File: src/hdl/rtg_pkg.sv
`default_nettype none
// ----------------------------------------------------------------------------
// rtg_pkg
// Shared types and constants for the ramped tone generator: request and
// result words, field widths, register indexes and sample limits.
// ----------------------------------------------------------------------------
package rtg_pkg;

  localparam int OSC_W          = 32;
  localparam int TOT_W          = 24;
  localparam int VOL_W          = 15;
  localparam int SMP_W          = 16;
  localparam int FRAC_BITS      = 30;
  localparam int COUNT_BITS_DEF = 24;
  localparam int CNT_W          = $clog2(OSC_W);
  localparam int CFG_IDX_W      = 3;
  localparam int CFG_DATA_W     = 32;

  localparam logic [CFG_IDX_W-1:0] REG_OSC_COEF      = 3'd0;
  localparam logic [CFG_IDX_W-1:0] REG_SEED_OLDER    = 3'd1;
  localparam logic [CFG_IDX_W-1:0] REG_SEED_NEWER    = 3'd2;
  localparam logic [CFG_IDX_W-1:0] REG_TOTAL_SAMPLES = 3'd3;
  localparam logic [CFG_IDX_W-1:0] REG_RAMP_SAMPLES  = 3'd4;
  localparam logic [CFG_IDX_W-1:0] REG_VOLUME        = 3'd5;
  localparam logic [CFG_IDX_W-1:0] REG_ADD_MODE      = 3'd6;

  localparam logic [SMP_W-1:0] SMP_MAX = 16'h7fff;
  localparam logic [SMP_W-1:0] SMP_MIN = 16'h8000;
  localparam logic [OSC_W-1:0] OSC_MAX = 32'h7fff_ffff;
  localparam logic [OSC_W-1:0] OSC_MIN = 32'h8000_0000;

  typedef struct packed {
    logic                    start_req;
    logic signed [SMP_W-1:0] existing_sample;
  } rtg_req_t;

  typedef struct packed {
    logic signed [SMP_W-1:0] sample_out;
    logic                    valid_res;
    logic                    is_last;
    logic                    overflow;
  } rtg_res_t;

endpackage
`default_nettype wire

File: src/hdl/ramped_tone_generator_core.sv
`default_nettype none
// ----------------------------------------------------------------------------
// ramped_tone_generator_core
// Recursive sine oscillator with linear fade in/out, one sample per request.
//
// Usage: load the registers through cfg_we/cfg_index/cfg_data while idle.
// Each request on req (valid/ready) yields exactly one result on res.
// A request with start_req set reloads the seeds and restarts the burst.
// Requests beyond the burst return a zero result with valid_res low.
// A request inside the burst passes the prepare, oscillator multiply, update,
// tone multiply and final steps to the registered result; one beyond it goes
// from prepare straight to final. A new request is taken only back in idle;
// the 32-step bit-serial oscillator multiply and the 15-step serial tone
// multiply share one shift-add unit, with the ramp divide beside the first.
// Reset clears the configuration registers, the oscillator state, the sample index and res_valid.
// When the receiver stalls, the result register holds; the next request is
// still accepted and computed, and its result waits in the final step
// until the register is taken.
// ----------------------------------------------------------------------------
module ramped_tone_generator_core #(
  parameter int COUNT_BITS = rtg_pkg::COUNT_BITS_DEF
) (
  input  logic                             clk,
  input  logic                             rst,
  input  logic                             req_valid,
  output logic                             req_ready,
  input  rtg_pkg::rtg_req_t                req,
  output logic                             res_valid,
  input  logic                             res_ready,
  output rtg_pkg::rtg_res_t                res,
  input  logic                             cfg_we,
  input  logic [rtg_pkg::CFG_IDX_W-1:0]    cfg_index,
  input  logic [rtg_pkg::CFG_DATA_W-1:0]   cfg_data
);

  localparam int OW    = rtg_pkg::OSC_W;
  localparam int TW    = rtg_pkg::TOT_W;
  localparam int VW    = rtg_pkg::VOL_W;
  localparam int SW    = rtg_pkg::SMP_W;
  localparam int FB    = rtg_pkg::FRAC_BITS;
  localparam int CW    = rtg_pkg::CNT_W;
  localparam int TP    = OW + VW;
  localparam int CMP_W = (COUNT_BITS > TW) ? COUNT_BITS : TW;

  typedef enum logic [2:0] {S_IDLE, S_PREP, S_OSC, S_NV, S_TONE, S_FIN} state_t;

  // configuration
  logic [OW-1:0]         osc_coef;
  logic [OW-1:0]         seed_older;
  logic [OW-1:0]         seed_newer;
  logic [TW-1:0]         total_samples;
  logic [TW-1:0]         ramp_samples;
  logic [VW-1:0]         volume;
  logic                  add_mode;

  // oscillator and burst state
  logic [OW-1:0]         osc_older;
  logic [OW-1:0]         osc_newer;
  logic [COUNT_BITS-1:0] sample_index;

  state_t                state;
  logic [CW-1:0]         cnt;

  // shared shift-add multiplier
  logic [OW-1:0]         mplr;
  logic [OW:0]           acc_hi;
  logic [OW-1:0]         acc_lo;

  // ramp multiply / divide
  logic [TW-1:0]         amp_mcand;
  logic [VW-1:0]         amp_mplr;
  logic [TW-1:0]         div_rem;
  logic [VW-1:0]         div_lo;

  logic                  beyond;
  logic                  last_q;
  logic                  ramp_act;
  logic [SW-1:0]         ex_q;

  // burst position decode
  logic [CMP_W-1:0]      idx_ext;
  logic [CMP_W-1:0]      tot_ext;
  logic [CMP_W-1:0]      rmp_ext;
  logic [CMP_W-1:0]      tot_minus;
  logic                  beyond_c;
  logic                  in_up;
  logic                  in_dn;
  logic                  last_c;
  logic                  ramp_c;
  logic [TW-1:0]         amp_m;

  always_comb begin
    idx_ext   = CMP_W'(sample_index);
    tot_ext   = CMP_W'(total_samples);
    rmp_ext   = CMP_W'(ramp_samples);
    tot_minus = tot_ext - idx_ext;
    beyond_c  = idx_ext >= tot_ext;
    in_up     = idx_ext < rmp_ext;
    in_dn     = ({1'b0, idx_ext} + {1'b0, rmp_ext}) > {1'b0, tot_ext};
    last_c    = ({1'b0, idx_ext} + (CMP_W+1)'(1)) == {1'b0, tot_ext};
    ramp_c    = (ramp_samples != '0) && (in_up || in_dn);
    amp_m     = in_up ? idx_ext[TW-1:0] : tot_minus[TW-1:0];
  end

  // multiplier step; the sign bit of the oscillator multiplier subtracts
  logic [OW-1:0]   mcand;
  logic [OW+1:0]   mc_ext;
  logic [OW+1:0]   addend;
  logic [OW+1:0]   msum;
  logic            neg_step;

  always_comb begin
    mcand    = (state == S_OSC) ? osc_coef : osc_newer;
    mc_ext   = {{2{mcand[OW-1]}}, mcand};
    neg_step = (state == S_OSC) && (cnt == CW'(OW-1));
    if (!mplr[0]) begin
      addend = '0;
    end else if (neg_step) begin
      addend = '0 - mc_ext;
    end else begin
      addend = mc_ext;
    end
    msum = {acc_hi[OW], acc_hi} + addend;
  end

  // ramp multiply and restoring divide steps
  logic [TW:0] asum;
  logic [TW:0] dt;
  logic [TW:0] ddiff;
  logic        dge;

  always_comb begin
    asum  = {1'b0, div_rem} + (amp_mplr[0] ? {1'b0, amp_mcand} : '0);
    dt    = {div_rem, div_lo[VW-1]};
    dge   = dt >= {1'b0, ramp_samples};
    ddiff = dt - {1'b0, ramp_samples};
  end

  // oscillator update: floor shift, subtract, saturate
  logic signed [2*OW-1:0] prod_o;
  logic signed [2*OW-1:0] fl;
  logic [2*OW:0]          diff;
  logic [OW-1:0]          nv_c;
  logic [VW-1:0]          amp_c;

  always_comb begin
    prod_o = $signed({acc_hi[OW-1:0], acc_lo});
    fl     = prod_o >>> FB;
    diff   = {fl[2*OW-1], fl} - {{(OW+1){osc_older[OW-1]}}, osc_older};
    if ((diff[2*OW:OW-1] == '0) || (diff[2*OW:OW-1] == '1)) begin
      nv_c = diff[OW-1:0];
    end else begin
      nv_c = diff[2*OW] ? rtg_pkg::OSC_MIN : rtg_pkg::OSC_MAX;
    end
    amp_c = ramp_act ? div_lo : volume;
  end

  // tone: truncate toward zero, saturate, optional add
  logic signed [TP-1:0] tprod;
  logic signed [TP-1:0] tsum;
  logic signed [TP-1:0] tsh;
  logic [SW-1:0]        tone;
  logic [SW:0]          sum17;
  logic [SW-1:0]        smp_c;
  logic                 ovf_c;

  always_comb begin
    tprod = $signed({acc_hi[OW-1:0], acc_lo[OW-1:OW-VW]});
    tsum  = tprod + (tprod[TP-1] ? $signed({{(TP-FB){1'b0}}, {FB{1'b1}}}) : '0);
    tsh   = tsum >>> FB;
    if ((tsh[TP-1:SW-1] == '0) || (tsh[TP-1:SW-1] == '1)) begin
      tone = tsh[SW-1:0];
    end else begin
      tone = tsh[TP-1] ? rtg_pkg::SMP_MIN : rtg_pkg::SMP_MAX;
    end
    sum17 = {tone[SW-1], tone} + {ex_q[SW-1], ex_q};
    smp_c = add_mode ? sum17[SW-1:0] : tone;
    ovf_c = add_mode && (sum17[SW] ^ sum17[SW-1]);
  end

  assign req_ready = (state == S_IDLE);

  always_ff @(posedge clk) begin
    if (rst) begin
      state         <= S_IDLE;
      cnt           <= '0;
      res_valid     <= 1'b0;
      osc_coef      <= '0;
      seed_older    <= '0;
      seed_newer    <= '0;
      total_samples <= '0;
      ramp_samples  <= '0;
      volume        <= '0;
      add_mode      <= 1'b0;
      osc_older     <= '0;
      osc_newer     <= '0;
      sample_index  <= '0;
    end else begin
      if (cfg_we) begin
        unique case (cfg_index)
          rtg_pkg::REG_OSC_COEF:      osc_coef      <= cfg_data[OW-1:0];
          rtg_pkg::REG_SEED_OLDER:    seed_older    <= cfg_data[OW-1:0];
          rtg_pkg::REG_SEED_NEWER:    seed_newer    <= cfg_data[OW-1:0];
          rtg_pkg::REG_TOTAL_SAMPLES: total_samples <= cfg_data[TW-1:0];
          rtg_pkg::REG_RAMP_SAMPLES:  ramp_samples  <= cfg_data[TW-1:0];
          rtg_pkg::REG_VOLUME:        volume        <= cfg_data[VW-1:0];
          rtg_pkg::REG_ADD_MODE:      add_mode      <= cfg_data[0];
          default: ;
        endcase
      end

      // the final step handles the result register itself
      if (res_valid && res_ready && (state != S_FIN)) begin
        res_valid <= 1'b0;
      end

      unique case (state)
        S_IDLE: begin
          if (req_valid) begin
            if (req.start_req) begin
              osc_older    <= seed_older;
              osc_newer    <= seed_newer;
              sample_index <= '0;
            end
            ex_q  <= req.existing_sample;
            state <= S_PREP;
          end
        end
        S_PREP: begin
          beyond    <= beyond_c;
          last_q    <= last_c;
          ramp_act  <= ramp_c;
          mplr      <= osc_newer;
          acc_hi    <= '0;
          amp_mcand <= amp_m;
          amp_mplr  <= volume;
          div_rem   <= '0;
          cnt       <= '0;
          state     <= beyond_c ? S_FIN : S_OSC;
        end
        S_OSC: begin
          acc_hi <= msum[OW+1:1];
          acc_lo <= {msum[0], acc_lo[OW-1:1]};
          mplr   <= mplr >> 1;
          if (cnt < CW'(VW)) begin
            div_rem  <= asum[TW:1];
            div_lo   <= {asum[0], div_lo[VW-1:1]};
            amp_mplr <= amp_mplr >> 1;
          end else if (cnt < CW'(2*VW)) begin
            div_rem <= dge ? ddiff[TW-1:0] : dt[TW-1:0];
            div_lo  <= {div_lo[VW-2:0], dge};
          end
          cnt <= cnt + 1'b1;
          if (cnt == CW'(OW-1)) begin
            state <= S_NV;
          end
        end
        S_NV: begin
          osc_older    <= osc_newer;
          osc_newer    <= nv_c;
          sample_index <= sample_index + 1'b1;
          mplr         <= OW'(amp_c);
          acc_hi       <= '0;
          cnt          <= '0;
          state        <= S_TONE;
        end
        S_TONE: begin
          acc_hi <= msum[OW+1:1];
          acc_lo <= {msum[0], acc_lo[OW-1:1]};
          mplr   <= mplr >> 1;
          cnt    <= cnt + 1'b1;
          if (cnt == CW'(VW-1)) begin
            state <= S_FIN;
          end
        end
        S_FIN: begin
          if (!res_valid || res_ready) begin
            res_valid <= 1'b1;
            if (beyond) begin
              res.sample_out <= '0;
              res.valid_res  <= 1'b0;
              res.is_last    <= 1'b0;
              res.overflow   <= 1'b0;
            end else begin
              res.sample_out <= smp_c;
              res.valid_res  <= 1'b1;
              res.is_last    <= last_q;
              res.overflow   <= ovf_c;
            end
            state <= S_IDLE;
          end
        end
        default: state <= S_IDLE;
      endcase
    end
  end

  // fade quotient never exceeds the peak volume
  a_quot_bound: assert property (@(posedge clk) disable iff (rst)
    (state == S_NV && ramp_act) |-> (div_lo <= volume))
    else $error("ramp quotient above volume");

  a_osc_len: assert property (@(posedge clk) disable iff (rst)
    (state == S_OSC && cnt == CW'(OW-1)) |=> (state == S_NV))
    else $error("oscillator multiply step count wrong");

  a_res_src: assert property (@(posedge clk) disable iff (rst)
    $rose(res_valid) |-> ($past(state) == S_FIN))
    else $error("result loaded outside final step");

  a_beyond_zero: assert property (@(posedge clk) disable iff (rst)
    (res_valid && !res.valid_res) |->
      (res.sample_out == '0 && !res.is_last && !res.overflow))
    else $error("result beyond burst not cleared");

endmodule
`default_nettype wire
File: config.mk
export PLATFORM = sky130hd
export DESIGN_NAME = ramped_tone_generator_core
export DESIGN_NICKNAME = d
export VERILOG_FILES = /design/src/hdl/rtg_pkg.sv /design/src/hdl/ramped_tone_generator_core.sv
export SDC_FILE = /design/constraint.sdc
export NUM_CORES = 1
export LEC_CHECK = 0
export BUFFER_PORTS_ARGS = -buffer_cell sky130_fd_sc_hd__buf_2
export CORE_MARGIN = 2
export CORE_UTILIZATION = 65
export DETAILED_ROUTE_END_ITERATION = 12
export HOLD_SLACK_MARGIN = 0.03
export PLACE_DENSITY_LB_ADDON = 0.3
export SLEW_MARGIN = 0
export SYNTH_ARGS = -nofsm -noshare
export SYNTH_HDL_FRONTEND = slang
export SYNTH_SLANG_ARGS = --single-unit
export TNS_END_PERCENT = 20
File: constraint.sdc
create_clock -name clk -period 16.18 [get_ports clk]
set_input_delay 3.236 -clock clk [delete_from_list [all_inputs] [get_ports clk]]
set_output_delay 3.236 -clock clk [all_outputs]
set_load 0.05 [all_outputs]
==> results.sh, run 1 <==
export IMPL_p_clk_share_pct=31.2
export IMPL_period_minus_slack_ps=6690
export IMPL_cts_setup_buffers=0
export IMPL_grt_start_max_net_pins=98
export IMPL_synth_fa_ha_area_share_pct=11.1
export IMPL_muxShareOfSynthArea_pct=2.80
export IMPL_switching_share_pct=35.4
export IMPL_crit_top_cell="a21o_1"
export IMPL_dr_pass1_iters=7
export IMPL_htreeDepth=2
export IMPL_grt_pass1_wl_microns=140000
export IMPL_core_area_sq_mm=0.0465
export IMPL_cts_resized=0
export IMPL_maxSlewHeadroom_pct=15.9
export IMPL_finalCritPeriodShare_pct=41.3
export IMPL_overflow=0
export IMPL_synth_distinct_cells=74
export IMPL_dieArea_sq_mm=0.0488
export IMPL_pin_count=78
export IMPL_first_iter_violations=3443
export IMPL_crit_arrival_ps=7050
export IMPL_critPathCaptureType="flop"
export IMPL_yosys_top_cells_area="edfxtp_1 (19%), dfxtp_1 (17%), ha_1 (11%), nand2_1 (8.2%), a21oi_1 (6.6%)"
export IMPL_seqPwrFrac_pct=36.6
export IMPL_p_switching_mw=1.37
export IMPL_cts_tree="built"
export IMPL_drive_above_1_share_pct=6.83
export IMPL_max_freq_mhz=149
export IMPL_tightestPinTransition_ps=1260
export IMPL_drc=0
export IMPL_synth_top_family_by_area="compound AO/OA/AOI/OAI gates"
export IMPL_synth_simple_gate_area_share_pct=19.3
export IMPL_ff_latch_area_sq_mm=0.0110
export IMPL_ir_drop_mv=0.168
export IMPL_gp_routability_congestion=0.986
export IMPL_clk_pin_slew_ps=70
export IMPL_clk_latency_ps=620
export IMPL_critPathRequiredTime_ps=16540
export IMPL_antenna_found_initial=0
export IMPL_cts_max_path_buffers=3
export IMPL_rsz0062_at_grt="false"
export IMPL_p_int_mw=2.49
export IMPL_port_buffers=77
export IMPL_ctsHoldBuffers=0
export IMPL_nets=4004
export IMPL_critPathMaxFanout=40
export IMPL_cp_slowest_cell="mux2i_1"
export IMPL_multi_input_area_sq_mm=0.0184
export IMPL_place_hpwl_microns=64000
export IMPL_synthCells=3682
export IMPL_setup_violations=0
export IMPL_path_buf_inv=1
export IMPL_skew_ps=32.1
export IMPL_fin_setup_tns_ps=0
export IMPL_antennaDiodeCount=0
export IMPL_grt_usage_pct=35.3
export IMPL_ys_ff_latch=453
export IMPL_synth_flop_cell="dfxtp_1"
export IMPL_cts_inserted_buffers=50
export IMPL_vias=27800
export IMPL_synth_xor_area_share_pct=6.50
export IMPL_syn_num_nets=4007
export IMPL_syn_area_per_cell_sq_um=8.31
export IMPL_nFillCells=3671
export IMPL_yosysWarnings=0
export IMPL_drv_slew=0
export IMPL_area_growth_pct=8.48
export IMPL_yosysTopAreaCellShare_pct=19.2
export IMPL_crit_type="reg2reg"
export IMPL_hold_class="reg2reg"
export IMPL_fp_dieH_microns=221
export IMPL_synth_largest_area_cell="edfxtp_1"
export IMPL_cp_start_kind="flop"
export IMPL_utilization_pct=71.4
export IMPL_drv_cap=0
export IMPL_combinationalPowerShare_pct=32.1
export IMPL_cts_sinks=453
export IMPL_fp_dieW_microns=221
export IMPL_initial_core_util_pct=65.9
export IMPL_synth_compound_area_share_pct=20.1
export IMPL_vias_per_cell=6.42
export IMPL_status="finished clean"
export IMPL_hold_violations=0
export IMPL_grt_pass1_vias=26000
export IMPL_async_flop_share_pct=0
export IMPL_num_rows=79
export IMPL_cellLeakagePower_nw=13.3
export IMPL_wl_per_cell_microns=20.4
export IMPL_synth_edff_count=196
export IMPL_power_per_cell_area_mw_per_mm2=116
export IMPL_cp_top_family="compound AO/OA/AOI/OAI gates"
export IMPL_root_buffer="clkbuf_16"
export IMPL_critPathMaxStageDelay_ps=810
export IMPL_synth_area_sq_mm=0.0306
export IMPL_postRouteAntennaNets=0
export IMPL_wl_microns=88200
export IMPL_yosysSeqAreaShare_pct=36.1
cells by family (layout without fill, tap and decap cells):
family / Yosys count / after routing
DFF: 453 / 453
adders and majority gates: 268 / 268
and+or+nand+nor: 1309 / 1309
buffers and inverters: 334 / 371
xor gates and xnor gates: 227 / 227
AOI/OAI and AO/OA: 1006 / 1006
muxes: 85 / 85
placed cells by master (no fill, tap or decap), types with 14 or more instances in the layout:
cell and n:
a211oi_1 18, a21o_1 81, a21oi_1 406, a22o_1 19
a311oi_1 37, a31oi_1 28, and2_1 60, and3_1 31
buf_2 76, buf_4 35, clkbuf_16 56, dfxtp_1 257
edfxtp_1 196, ha_1 261, inv_1 167, mux2i_1 80
nand2_1 664, nand2b_1 39, nand3_1 64, nand4_1 34
nor2_1 218, nor2b_1 44, nor3_1 54, nor4_1 22
o211ai_1 14, o21a_1 22, o21ai_0 213, o22ai_1 32
o31ai_1 16, or2_2 16, or3_1 20, xnor2_1 147
xor2_1 80
flip-flops by register name, summed over array words and instances, names as in the netlist, 3 cells and up:
signal and cells:
idx_ext 24, state 3, res 19, amp_mplr 15
amp_mcand 24, osc_newer 32, mplr 32, seed_newer 32
ex_q 16, ramp_samples 24, div_rem 24, cnt 5
seed_older 32, acc_hi 33, osc_coef 32, acc_lo 15
tot_ext 24, volume 15, div_lo 15, osc_older 32
layout make-up:
cell class              count  share of cell area [%]
well taps                 607                    2.29
clock buffers              75                    4.80
multi-input cells        2895                    55.4
clock inverters            17                   0.460
repair buffers            112                    1.97
flip-flops and latches    453                    33.2
inverters                 167                    1.89
worst paths after layout:
| kind | depth (start not counted) | endpoint | slack (ps) | startpoint |
|---|---|---|---|---|
| min | 0 | acc_lo[23]$_DFFE_PP_ | 440 | acc_lo[24]$_DFFE_PP_ |
| min reg2reg | 0 | acc_lo[23]$_DFFE_PP_ | 440 | acc_lo[24]$_DFFE_PP_ |
| max | 25 | res[0]$_SDFFCE_PP0P_ | 9490 | acc_hi[31]$_SDFFCE_PP0P_ |
| max reg2reg | 25 | res[0]$_SDFFCE_PP0P_ | 9490 | acc_hi[31]$_SDFFCE_PP0P_ |
power groups by stage:
stage	sequential, mW	clock [mW]	combinational (mW)
floorplan	1.40	0	0.921
global placement	1.43	0	1.18
detailed placement	1.43	0	1.20
CTS	1.41	1.21	1.21
global route	1.42	1.25	1.36
finish	1.41	1.21	1.24
synthesized netlist by cell type, types with 32 or more instances:
| cell type | number |
|---|---|
| o21ai_0 | 213 |
| nand3_1 | 64 |
| a21oi_1 | 406 |
| dfxtp_1 | 257 |
| inv_1 | 167 |
| nor2b_1 | 44 |
| o22ai_1 | 32 |
| a21o_1 | 81 |
| nor2_1 | 220 |
| a311oi_1 | 38 |
| and2_1 | 61 |
| mux2i_1 | 80 |
| clkbuf_1 | 149 |
| nor3_1 | 58 |
| xnor2_1 | 147 |
| nand2_1 | 665 |
| xor2_1 | 80 |
| ha_1 | 261 |
| nand4_1 | 34 |
| edfxtp_1 | 196 |
| nand2b_1 | 39 |
stage by stage:
stage,std cells,setup WS [ps],cell area (sq um),power (mW),hold WS (ps)
after floorplan,3682,8670,30600,2.32,431
after global placement,4234,9990,31400,2.61,438
after detailed placement,4234,9660,31400,2.63,444
after CTS,4326,9610,33200,3.83,448
after global routing,4326,9050,33200,4.04,451
final,4326,9490,33200,3.86,439
worst reg2reg max path, stage by stage, from the launching register on:
cell,delay [ps]
edfxtp_1,360
buf_4,280
ha_1,370
a31o_2,130
a21o_1,100
a21oi_1,70
o311a_1,370
nor4_2,350
o211a_1,280
and3_1,280
mux2i_1,810
a21boi_0,360
nor2_1,90
ha_1,230
fa_1,410
a21o_1,180
a21o_1,200
a21o_1,190
a31oi_1,240
o21ai_0,180
nor4_1,200
nor2_1,110
a31oi_1,260
o21ai_0,160
xnor2_1,170
nor2_1,70
per-layer routing:
metal  share of wire [%]  vias up  GRT usage (%)
li1                    -    13100              -
met3                  11      235           6.97
met1                  42    12900           49.2
met4                 4.0        0           13.8
met5                   0        -              0
met2                  43     1494           54.0
(Power assumes the default switching activity.)
==> run 2: changes to the inputs <==
Settings changed: CORE_UTILIZATION 65 to 64.
Clock period 16.18 ns to 6.6 ns, I/O delays scaled along.
==> results.sh, run 2 (same netlist as run 1, synthesis figures left out) <==
export IMPL_status="finished clean"
export IMPL_path_buf_inv=2
export IMPL_grt_start_max_net_pins=159
export IMPL_largest_register="acc_hi"
export IMPL_antenna_found_initial=2
export IMPL_critPathMaxFanout=17
export IMPL_layout_common_cells="nand2_1 (664), a21oi_1 (406), ha_1 (261)"
export IMPL_drv_slew=0
export IMPL_vias_per_cell=6.36
export IMPL_crit_arrival_ps=6500
export IMPL_drv_cap=0
export IMPL_ctsHoldBuffers=0
export IMPL_cts_max_path_buffers=3
export IMPL_cts_inserted_buffers=49
export IMPL_grt_pass1_vias=25000
export IMPL_max_freq_mhz=163
export IMPL_overflow=0
export IMPL_r2r_start="acc_hi[31]$_SDFFCE_PP0P_"
export IMPL_cp_top_family="compound AO/OA/AOI/OAI gates"
export IMPL_wl_microns=87800
export IMPL_area_growth_pct=8.47
export IMPL_layoutNonFillerInstCount=4345
export IMPL_place_inst=4251
export IMPL_tightestPinTransition_ps=1330
export IMPL_finalCritPeriodShare_pct=93.1
export IMPL_cts_resized=0
export IMPL_rsz0062_at_grt="false"
export IMPL_core_area_sq_mm=0.0474
export IMPL_drc=0
export IMPL_cts_tree="built"
export IMPL_port_buffers=77
export IMPL_min_to="seed_newer[22]$_SDFFE_PP0P_"
export IMPL_root_buffer="clkbuf_16"
export IMPL_cp_slowest_cell="edfxtp_1"
export IMPL_dr_pass1_iters=5
export IMPL_layout_commonest_cell="nand2_1"
export IMPL_hold_violations=0
export IMPL_nets=4012
export IMPL_critPathMaxStageDelay_ps=670
export IMPL_hold_depth=2
export IMPL_clk_latency_ps=610
export IMPL_gp_routability_congestion=0.975
export IMPL_period_minus_slack_ps=6140
export IMPL_crit_type="reg2reg"
export IMPL_setup_violations=0
export IMPL_cp_start_kind="flop"
export IMPL_hold_class="reg2reg"
export IMPL_skew_ps=22.6
export IMPL_reg2reg_to="res[0]$_SDFFCE_PP0P_"
export IMPL_dieArea_sq_mm=0.0496
export IMPL_rrSetupSlack_ps=460
export IMPL_fp_dieW_microns=223
export IMPL_vias=27600
export IMPL_htreeDepth=2
export IMPL_grt_usage_pct=34.7
export IMPL_cts_sinks=453
export IMPL_path_cells="buf_4 -> ha_1 -> nand4_1 -> o311a_1 -> nor4_2 -> o211a_1 -> and3_1 -> mux2i_1 -> buf_4 -> a21boi_0 -> nor2_1 -> ha_1 -> fa_1 -> a21o_1 -> a21o_1 -> a21o_1 -> a31oi_1 -> o21ai_0 -> nor4_1 -> nor2_1 -> a31oi_1 -> o21ai_0 -> xnor2_1 -> nor2_1"
export IMPL_place_hpwl_microns=64300
export IMPL_rr_worst_depth=24
export IMPL_critPathCaptureType="flop"
export IMPL_first_iter_violations=3470
export IMPL_fp_dieH_microns=223
export IMPL_num_rows=80
export IMPL_hp_start="seed_newer[22]$_SDFFE_PP0P_"
export IMPL_cellLeakagePower_nw=13.3
export IMPL_grt_pass1_wl_microns=138000
export IMPL_wl_per_cell_microns=20.2
export IMPL_utilization_pct=69.9
export IMPL_critPathRequiredTime_ps=6960
export IMPL_postRouteAntennaNets=0
export IMPL_cts_setup_buffers=0
export IMPL_fin_ws_ps=458
export IMPL_power_per_cell_area_mw_per_mm2=280
export IMPL_pin_count=78
export IMPL_ir_drop_mv=0.210
export IMPL_place_ws_ps=530
export IMPL_whs_ps=450
export IMPL_clk_pin_slew_ps=60
export IMPL_initial_core_util_pct=64.5
export IMPL_maxSlewHeadroom_pct=11.5
export IMPL_startpoint="acc_hi[31]$_SDFFCE_PP0P_"
export IMPL_drive_above_1_share_pct=6.97
export IMPL_fin_setup_tns_ps=0
export IMPL_largest_register_ffs=33
## run 2: power breakdown
part           leakage (nW)  internal, mW  total, mW  switching, mW
Sequential             3.92          3.24       3.46          0.218
Clock                 0.829          1.61       2.82           1.21
Combinational          8.60          1.16       3.03           1.87
Total                  13.3          6.01       9.31           3.30
## run 2: worst max path at each step
stage	depth (start not counted)	to	slack [ps]
after detailed placement	24	res[0]$_SDFFCE_PP0P_	530
after global routing	24	res[0]$_SDFFCE_PP0P_	90
after global placement	24	res[0]$_SDFFCE_PP0P_	710
after CTS	24	res[0]$_SDFFCE_PP0P_	510
after floorplan	25	res[0]$_SDFFCE_PP0P_	920
final	24	res[0]$_SDFFCE_PP0P_	460
## run 2: tightest hold or removal path, delay by kind of cell (launching register included)
family | cells | cell delay, ps
compound gates | 1 | 50
simple gates | 1 | 50
flops | 1 | 300
## run 2: per-stage QoR
stage	cell area [sq um]	power, mW
2_1_floorplan	30600	5.68
3_3_place_gp	31500	6.39
3_5_place_dp	31500	6.45
4_1_cts	33200	9.25
5_1_grt	33200	9.73
6_report	33200	9.31
## run 2: area by class of cell
class	instances	area [sq um]
multi-input cells	2895	18400
fillers	3868	14300
flip-flops and latches	453	11000
clock buffers	71	1520
well taps	615	769
repair buffers	121	747
inverters	167	627
clock inverters	21	126
diodes	2	5.00
## run 2: metal layers
metal  vias up  global-route usage [%]  wire (microns)
li1      13100                       -               -
met1     13100                    50.3           38400
met2      1298                    53.2           38400
met3       168                    6.24            8750
met4         0                    9.42            2340
met5         -                       0               0
